File: src/rtl/rprt_pkg.sv
// ----------------------------------------------------------------------------
// rprt_pkg
// Shared types and constants of the reserved port range table.
// ----------------------------------------------------------------------------
package rprt_pkg;

  localparam int TABLE_ENTRIES = 16;
  localparam int PORT_W        = 16;

  localparam logic [1:0] OP_ADD   = 2'd0;
  localparam logic [1:0] OP_DEL   = 2'd1;
  localparam logic [1:0] OP_QUERY = 2'd2;
  localparam logic [1:0] OP_RSVD  = 2'd3;

  localparam logic [1:0] ST_OK        = 2'd0;
  localparam logic [1:0] ST_INVALID   = 2'd1;
  localparam logic [1:0] ST_NOT_FOUND = 2'd2;
  localparam logic [1:0] ST_FULL      = 2'd3;

  typedef struct packed {
    logic [1:0]        operation;
    logic [PORT_W-1:0] range_low;
    logic [PORT_W-1:0] range_high;
    logic [PORT_W-1:0] query_port;
  } req_t;

  typedef struct packed {
    logic [1:0] status;
    logic       is_reserved;
  } rsp_t;

  // Controller to datapath commands
  typedef struct packed {
    logic load;
    logic exec;
  } dp_cmd_t;

endpackage

File: src/rtl/reserved_port_range_table_core.sv
// ----------------------------------------------------------------------------
// reserved_port_range_table_core
// Table of reserved port ranges: add, delete and port coverage query.
// ----------------------------------------------------------------------------
//  channel  | ports                      | handshake
//  ---------+----------------------------+-------------------------------
//  request  | start, busy, in_req        | taken when start && !busy
//  result   | out_valid, out_result      | one-cycle strobe, no stall
//
//  Each request is first registered, then runs in an execute cycle in
//  which all slots are compared in parallel and the table is updated.
//  The result strobes in the cycle after the execute cycle, while busy is
//  already low, so a new request can be taken that same cycle.
//  Synchronous active-low reset empties the table; slot ports need no reset.
//  The receiver cannot stall; every result is delivered exactly once.
// ----------------------------------------------------------------------------
module reserved_port_range_table_core (
  input  logic           clk,
  input  logic           rst_n,
  input  logic           start,
  output logic           busy,
  input  rprt_pkg::req_t in_req,
  output logic           out_valid,
  output rprt_pkg::rsp_t out_result
);
  import rprt_pkg::*;

  dp_cmd_t cmd;

  rprt_ctrl u_ctrl (
    .clk       (clk),
    .rst_n     (rst_n),
    .start     (start),
    .busy      (busy),
    .out_valid (out_valid),
    .cmd       (cmd)
  );

  rprt_dp u_dp (
    .clk        (clk),
    .rst_n      (rst_n),
    .cmd        (cmd),
    .in_req     (in_req),
    .out_result (out_result)
  );

`ifndef SYNTH
  a_accept_busy: assert property (@(posedge clk) disable iff (!rst_n)
    (start && !busy) |=> busy)
    else $error("accepted request did not raise busy");

  a_exec_strobe: assert property (@(posedge clk) disable iff (!rst_n)
    busy |=> (out_valid && !busy))
    else $error("execute cycle not followed by result strobe");

  a_strobe_idle: assert property (@(posedge clk) disable iff (!rst_n)
    out_valid |-> !busy)
    else $error("result strobe while busy");

  a_reserved_ok: assert property (@(posedge clk) disable iff (!rst_n)
    (out_valid && out_result.is_reserved) |-> (out_result.status == ST_OK))
    else $error("reserved flag with error status");
`endif

endmodule

File: src/rtl/rprt_ctrl.sv
// ----------------------------------------------------------------------------
// rprt_ctrl
// Sequencer: takes a request, runs the execute state, strobes the result.
// ----------------------------------------------------------------------------
module rprt_ctrl (
  input  logic              clk,
  input  logic              rst_n,
  input  logic              start,
  output logic              busy,
  output logic              out_valid,
  output rprt_pkg::dp_cmd_t cmd
);
  import rprt_pkg::*;

  typedef enum logic {
    S_IDLE,
    S_EXEC
  } state_t;

  state_t state_r, state_nxt;
  logic   out_valid_r, out_valid_nxt;

  always_comb begin
    state_nxt     = state_r;
    out_valid_nxt = 1'b0;
    case (state_r)
      S_IDLE: begin
        if (start) begin
          state_nxt = S_EXEC;
        end
      end
      S_EXEC: begin
        state_nxt     = S_IDLE;
        out_valid_nxt = 1'b1;
      end
      default: begin
        state_nxt = S_IDLE;
      end
    endcase
  end

  always_ff @(posedge clk) begin
    if (!rst_n) begin
      state_r     <= S_IDLE;
      out_valid_r <= 1'b0;
    end else begin
      state_r     <= state_nxt;
      out_valid_r <= out_valid_nxt;
    end
  end

  assign busy      = (state_r == S_EXEC);
  assign out_valid = out_valid_r;

  always_comb begin
    cmd.load = start && (state_r == S_IDLE);
    cmd.exec = (state_r == S_EXEC);
  end

endmodule

File: src/rtl/rprt_dp.sv
// ----------------------------------------------------------------------------
// rprt_dp
// Range table storage with parallel compare across all slots.
// ----------------------------------------------------------------------------
module rprt_dp (
  input  logic              clk,
  input  logic              rst_n,
  input  rprt_pkg::dp_cmd_t cmd,
  input  rprt_pkg::req_t    in_req,
  output rprt_pkg::rsp_t    out_result
);
  import rprt_pkg::*;

  req_t              req_r;
  logic [PORT_W-1:0] low_r  [TABLE_ENTRIES];
  logic [PORT_W-1:0] high_r [TABLE_ENTRIES];
  logic [TABLE_ENTRIES-1:0] present_r, present_nxt;
  logic [TABLE_ENTRIES-1:0] live_r, live_nxt;
  rsp_t              rsp_r, rsp_nxt;

  logic [TABLE_ENTRIES-1:0] match_vec;
  logic [TABLE_ENTRIES-1:0] cover_vec;
  logic [TABLE_ENTRIES-1:0] free_vec;
  logic [TABLE_ENTRIES-1:0] first_free;
  logic                     inverted;
  logic                     is_edit;
  logic                     do_insert;

  always_comb begin
    for (int i = 0; i < TABLE_ENTRIES; i++) begin
      match_vec[i] = present_r[i] && (low_r[i] == req_r.range_low) &&
                     (high_r[i] == req_r.range_high);
      cover_vec[i] = present_r[i] && live_r[i] && (low_r[i] <= req_r.query_port) &&
                     (req_r.query_port <= high_r[i]);
    end
  end

  assign free_vec   = ~present_r;
  // isolate lowest free slot
  assign first_free = free_vec & (~free_vec + {{(TABLE_ENTRIES-1){1'b0}}, 1'b1});
  assign inverted   = req_r.range_low > req_r.range_high;
  assign is_edit    = (req_r.operation == OP_ADD) || (req_r.operation == OP_DEL);
  assign do_insert  = (req_r.operation == OP_ADD) && !inverted && !(|match_vec) &&
                      (|free_vec);

  always_comb begin
    present_nxt         = present_r;
    live_nxt            = live_r;
    rsp_nxt.status      = ST_OK;
    rsp_nxt.is_reserved = 1'b0;
    case (req_r.operation)
      OP_ADD: begin
        if (inverted) begin
          rsp_nxt.status = ST_INVALID;
        end else if (|match_vec) begin
          live_nxt = live_r | match_vec;
        end else if (|free_vec) begin
          present_nxt = present_r | first_free;
          live_nxt    = live_r | first_free;
        end else begin
          rsp_nxt.status = ST_FULL;
        end
      end
      OP_DEL: begin
        if (inverted) begin
          rsp_nxt.status = ST_INVALID;
        end else if (|match_vec) begin
          live_nxt = live_r & ~match_vec;
        end else begin
          rsp_nxt.status = ST_NOT_FOUND;
        end
      end
      OP_QUERY: begin
        rsp_nxt.is_reserved = |cover_vec;
      end
      OP_RSVD: begin
        rsp_nxt.status = ST_INVALID;
      end
      default: begin
        rsp_nxt.status = ST_INVALID;
      end
    endcase
  end

  always_ff @(posedge clk) begin
    if (!rst_n) begin
      present_r <= '0;
      live_r    <= '0;
    end else if (cmd.exec && is_edit) begin
      present_r <= present_nxt;
      live_r    <= live_nxt;
    end
  end

  always_ff @(posedge clk) begin
    if (cmd.load) begin
      req_r <= in_req;
    end
    if (cmd.exec) begin
      rsp_r <= rsp_nxt;
      for (int i = 0; i < TABLE_ENTRIES; i++) begin
        if (do_insert && first_free[i]) begin
          low_r[i]  <= req_r.range_low;
          high_r[i] <= req_r.range_high;
        end
      end
    end
  end

  assign out_result = rsp_r;

endmodule
File: config.mk
export PLATFORM = sky130hd
export DESIGN_NAME = reserved_port_range_table_core
export DESIGN_NICKNAME = d
export VERILOG_FILES = /design/src/rtl/rprt_pkg.sv /design/src/rtl/reserved_port_range_table_core.sv /design/src/rtl/rprt_ctrl.sv /design/src/rtl/rprt_dp.sv
export SDC_FILE = /design/constraint.sdc
export NUM_CORES = 2
export LEC_CHECK = 0
export BUFFER_PORTS_ARGS = -buffer_cell sky130_fd_sc_hd__buf_2
export CORE_MARGIN = 1.5
export CORE_UTILIZATION = 40
export CTS_CLUSTER_DIAMETER = 50
export DETAILED_ROUTE_END_ITERATION = 6
export PLACE_DENSITY_LB_ADDON = 0.1
export RECOVER_POWER = 25
export SYNTH_ARGS = -nofsm -noshare
export SYNTH_HDL_FRONTEND = slang
export SYNTH_SLANG_ARGS = --single-unit
File: constraint.sdc
create_clock -name clk -period 7.5 [get_ports clk]
set_clock_uncertainty 0.15 [all_clocks]
set_input_delay 0.75 -clock clk [delete_from_list [all_inputs] [get_ports clk]]
set_output_delay 0.75 -clock clk [all_outputs]
set_load 0.1 [all_outputs]
==> flow_summary.toml <==
[placement]
preCtsSetupSlack_ps = 2157
dp_cells = 4514
place_area_um2 = 39730
dp_hpwl_um = 95660
finalWeightedCongestion = 0.9062
portBuffers = 57

[cells_and_area]
stdcell_count = 4689
final_nets = 3936
stdcell_area_um2 = 42830
n_fill_cell = 8523
multi_input_area_um2 = 18030
area_growth_pct = 14.09
seq_area_um2 = 17650
drive_gt1_frac = 0.09875

[detailed_routing]
wl_met3_um = 10420
routed-wl-met2_um = 62290
ant_nets = 0
drt_iter0_drc = 2783
viasPerCell = 5.846
met1Wirelength_um = 61500
top_layer = "met5"
finalWirelength_um = 141400
post_drt_wl_per_cell_um = 30.15
via_count = 27410
first_pass_iters = 7
drc_errors = 1

[synth]
synth_cell_types = 68
syn_area_um2 = 37540
synth_area_leaders = "edfxtp_1 (45%), ha_1 (18%), xor2_1 (6.6%), xnor2_1 (5.3%), inv_1 (3.1%)"
ys_ff_latch = 599
async_flop_share = 0
synth_edf_count = 565
netlist.area_leader.share = 0.4520
synth.largest_area_cell = "edfxtp_1"
ys_seq_area_frac = 0.4701
yosys_warnings = 0
synthesis.instances = 3164
synth_top_flop_cell = "edfxtp_1"
syn_nets = 3745
avgSynthCellArea_um2 = 11.86

[critical_path]
reg2reg_slack_ps = 1130
path_class = "register to register"
start_kind = "register"
rr_endpoint = "u_dp.low_r[10][11]"
timing.rr.start = "u_dp.req_r[46]"
critPathMaxFanout = 32
cp-end-kind = "register"
arrival_ps = 6590
endpoint = "u_dp.low_r[10][11]"
critPathRequiredTime_ps = 7720
reg2regPathDepth = 10
crit_start = "u_dp.req_r[46]"

[clock_tree]
h-tree-depth = 3
cts_buffers = 93
cts_hold_buffers = 0
cts_setup_buffers = 0
clock_latency_ps = 710
clk_path_buf_depth = 3
cts_tree = "built"
cts.root.buffer_cell = "clkbuf_16"
numClockSinks = 599
ctsResizeCount = 0
clk_pin_slew_ps = 60

[global_routing]
grtUsageTotal = 0.2969
grt_max_degree = 52
grt_pass1_vias = 27710
antenna_found_initial = 15
grt_overflow = 0
grt_pass1_wl_um = 199900

[outcome]
status = "finished, violations left"
violations = "DRC, capacitance limit, slew limit"

[floorplanning]
die_w_um = 309.4
num_rows = 112
fp.dieH_um = 309.4
ios = 58
core_um2 = 93190
start_util = 0.4028
die-area_um2 = 95700

[sta]
setup_tns_ps = 0
slew_headroom = -0.7238
period_minus_slack_ps = 6366
fin_crit_sh = 0.8488
hold_viol_final = 0
clock.fmax_ghz = 0.1571
setup_viol = 0
timing.final.ws_setup_ps = 1134
finalMaxSlewViolations = 213
worstMarginPinSlew_ps = 2586
rsz0062_at_grt = "no"

[power]
p_leak_nw = 17.05
peakVddDrop_uv = 158.3
p_sw_frac = 0.2692
p_switching_mw = 2.457
p_comb_frac = 0.099
seqPwrFrac = 0.409
clkPwrFrac = 0.492
pwr_density_cell_nw_per_um2 = 213.1
internal_power_mw = 6.672
power.total_mw = 9.129

[min_path]
hp-class = "input port to register"

[job]
maxCapViolCount = 11
[worst min-delay path by stage]
stage	start	to	slack, ps	cells past startpoint
6_report	in_req[6]	u_dp.req_r[6]	70	1
5_1_grt	in_req[24]	u_dp.req_r[24]	40	1
4_1_cts	in_req[6]	u_dp.req_r[6]	40	1
3_5_place_dp	u_dp.live_r[15]	u_dp.live_r[15]	310	2
3_3_place_gp	u_dp.live_r[15]	u_dp.live_r[15]	300	2
2_1_floorplan	u_dp.live_r[15]	u_dp.live_r[15]	280	2
[area by class of cell]
class,count,share of cell area
well taps,1254,0.03663
inverters,308,0.02699
multi-input cells,2178,0.4209
repair buffers,175,0.02834
clock buffers,104,0.05600
diodes,2,0.0001169
clock inverters,69,0.01893
flip-flops and latches,599,0.4120
[power groups by stage]
stage | clock network, mW | registers, mW | logic (mW)
2_1_floorplan | 0 | 3.81 | 0.481
3_3_place_gp | 0 | 3.80 | 0.881
3_5_place_dp | 0 | 3.80 | 0.896
4_1_cts | 4.56 | 3.73 | 0.903
5_1_grt | 4.70 | 3.73 | 0.966
6_report | 4.49 | 3.73 | 0.905
[layout by cell type (no fill, tap or decap), drive strengths merged, types with 14 or more instances in the layout]
cell type and instances:
nand3 42, xor2 283, nor3 69, o211ai 17, nor2 72, o31ai 18, o21ai 94, nand2 90
xnor2 229, clkinv 35, buf 135, a2bb2oi 14, a211oi 29, dfxtp 34, ha 528, nand4 179
a21oi 137, clkbuf 144, nor2b 47, inv 321, edfxtp 565, or3 16, o21a 31, nor4 89
a21o 82
[synthesized netlist by cell type (all sizes together) (3+ instances only)]
master,number
edfxtp,565
ha,528
inv,308
xor2,283
xnor2,229
nand4,179
a21oi,137
o21ai,94
nand2,90
nor4,89
a21o,82
buf,75
nor2,72
nor3,69
nor2b,47
nand3,42
dfxtp,34
o21a,31
a211oi,29
o31ai,18
o211ai,17
or3,16
a2bb2oi,14
a2111oi,13
nand2b,13
or4,11
and3,10
and4,9
a31oi,8
o2111ai,6
clkbuf,4
o22ai,4
a211o,3
and4b,3
o21bai,3
o221ai,3
or2,3
[sequential cells by signal (all words and copies together) (netlist names)]
| name | count |
|---|---|
| u_dp.present_r | 16 |
| u_dp.low_r | 256 |
| u_dp.live_r | 16 |
| u_ctrl.out_valid | 1 |
| u_dp.req_r | 50 |
| u_dp.high_r | 256 |
| u_ctrl.busy | 1 |
| u_dp.out_result | 3 |
[kinds of logic (layout without fill, tap and decap cells)]
family                   after synthesis  in the layout  share of synthesized area
flip-flops                           599            599                     0.4701
AO/OA/AOI/OAI                        479            479                    0.08406
XOR/XNOR                             512            512                     0.1197
AND/OR/NAND/NOR                      659            659                    0.09846
adder cells (fa/ha/maj)              528            528                     0.1760
other                                  0              2                          0
buffers and inverters                387            656                    0.05176
[routing by layer]
| metal | vias up | track usage |
|---|---|---|
| met1 | 13730 | 0.4056 |
| met2 | 1231 | 0.4607 |
| met3 | 307 | 0.04980 |
| met4 | 4 | 0.1355 |
| met5 | - | 0 |
| li1 | 12140 | - |
[worst max-delay path, stage by stage, from the launching register on]
cell	delay, ps
edfxtp_1	410
clkbuf_1	1840
xnor2_1	200
nand4_1	200
nor4_1	100
nand4_1	190
nand4_1	270
or4_4	770
nand3b_4	590
nor2_2	860
buf_4	400
[metrics by stage]
stage | hold slack (ps) | utilization
floorplan | 284.9 | -
global placement | 301.3 | 0.4264
detailed placement | 307.7 | 0.4264
CTS | 35.07 | 0.4608
global route | 43.35 | 0.4596
finish | 70.38 | 0.4596
Note: power is estimated with default switching activity, not from simulation.
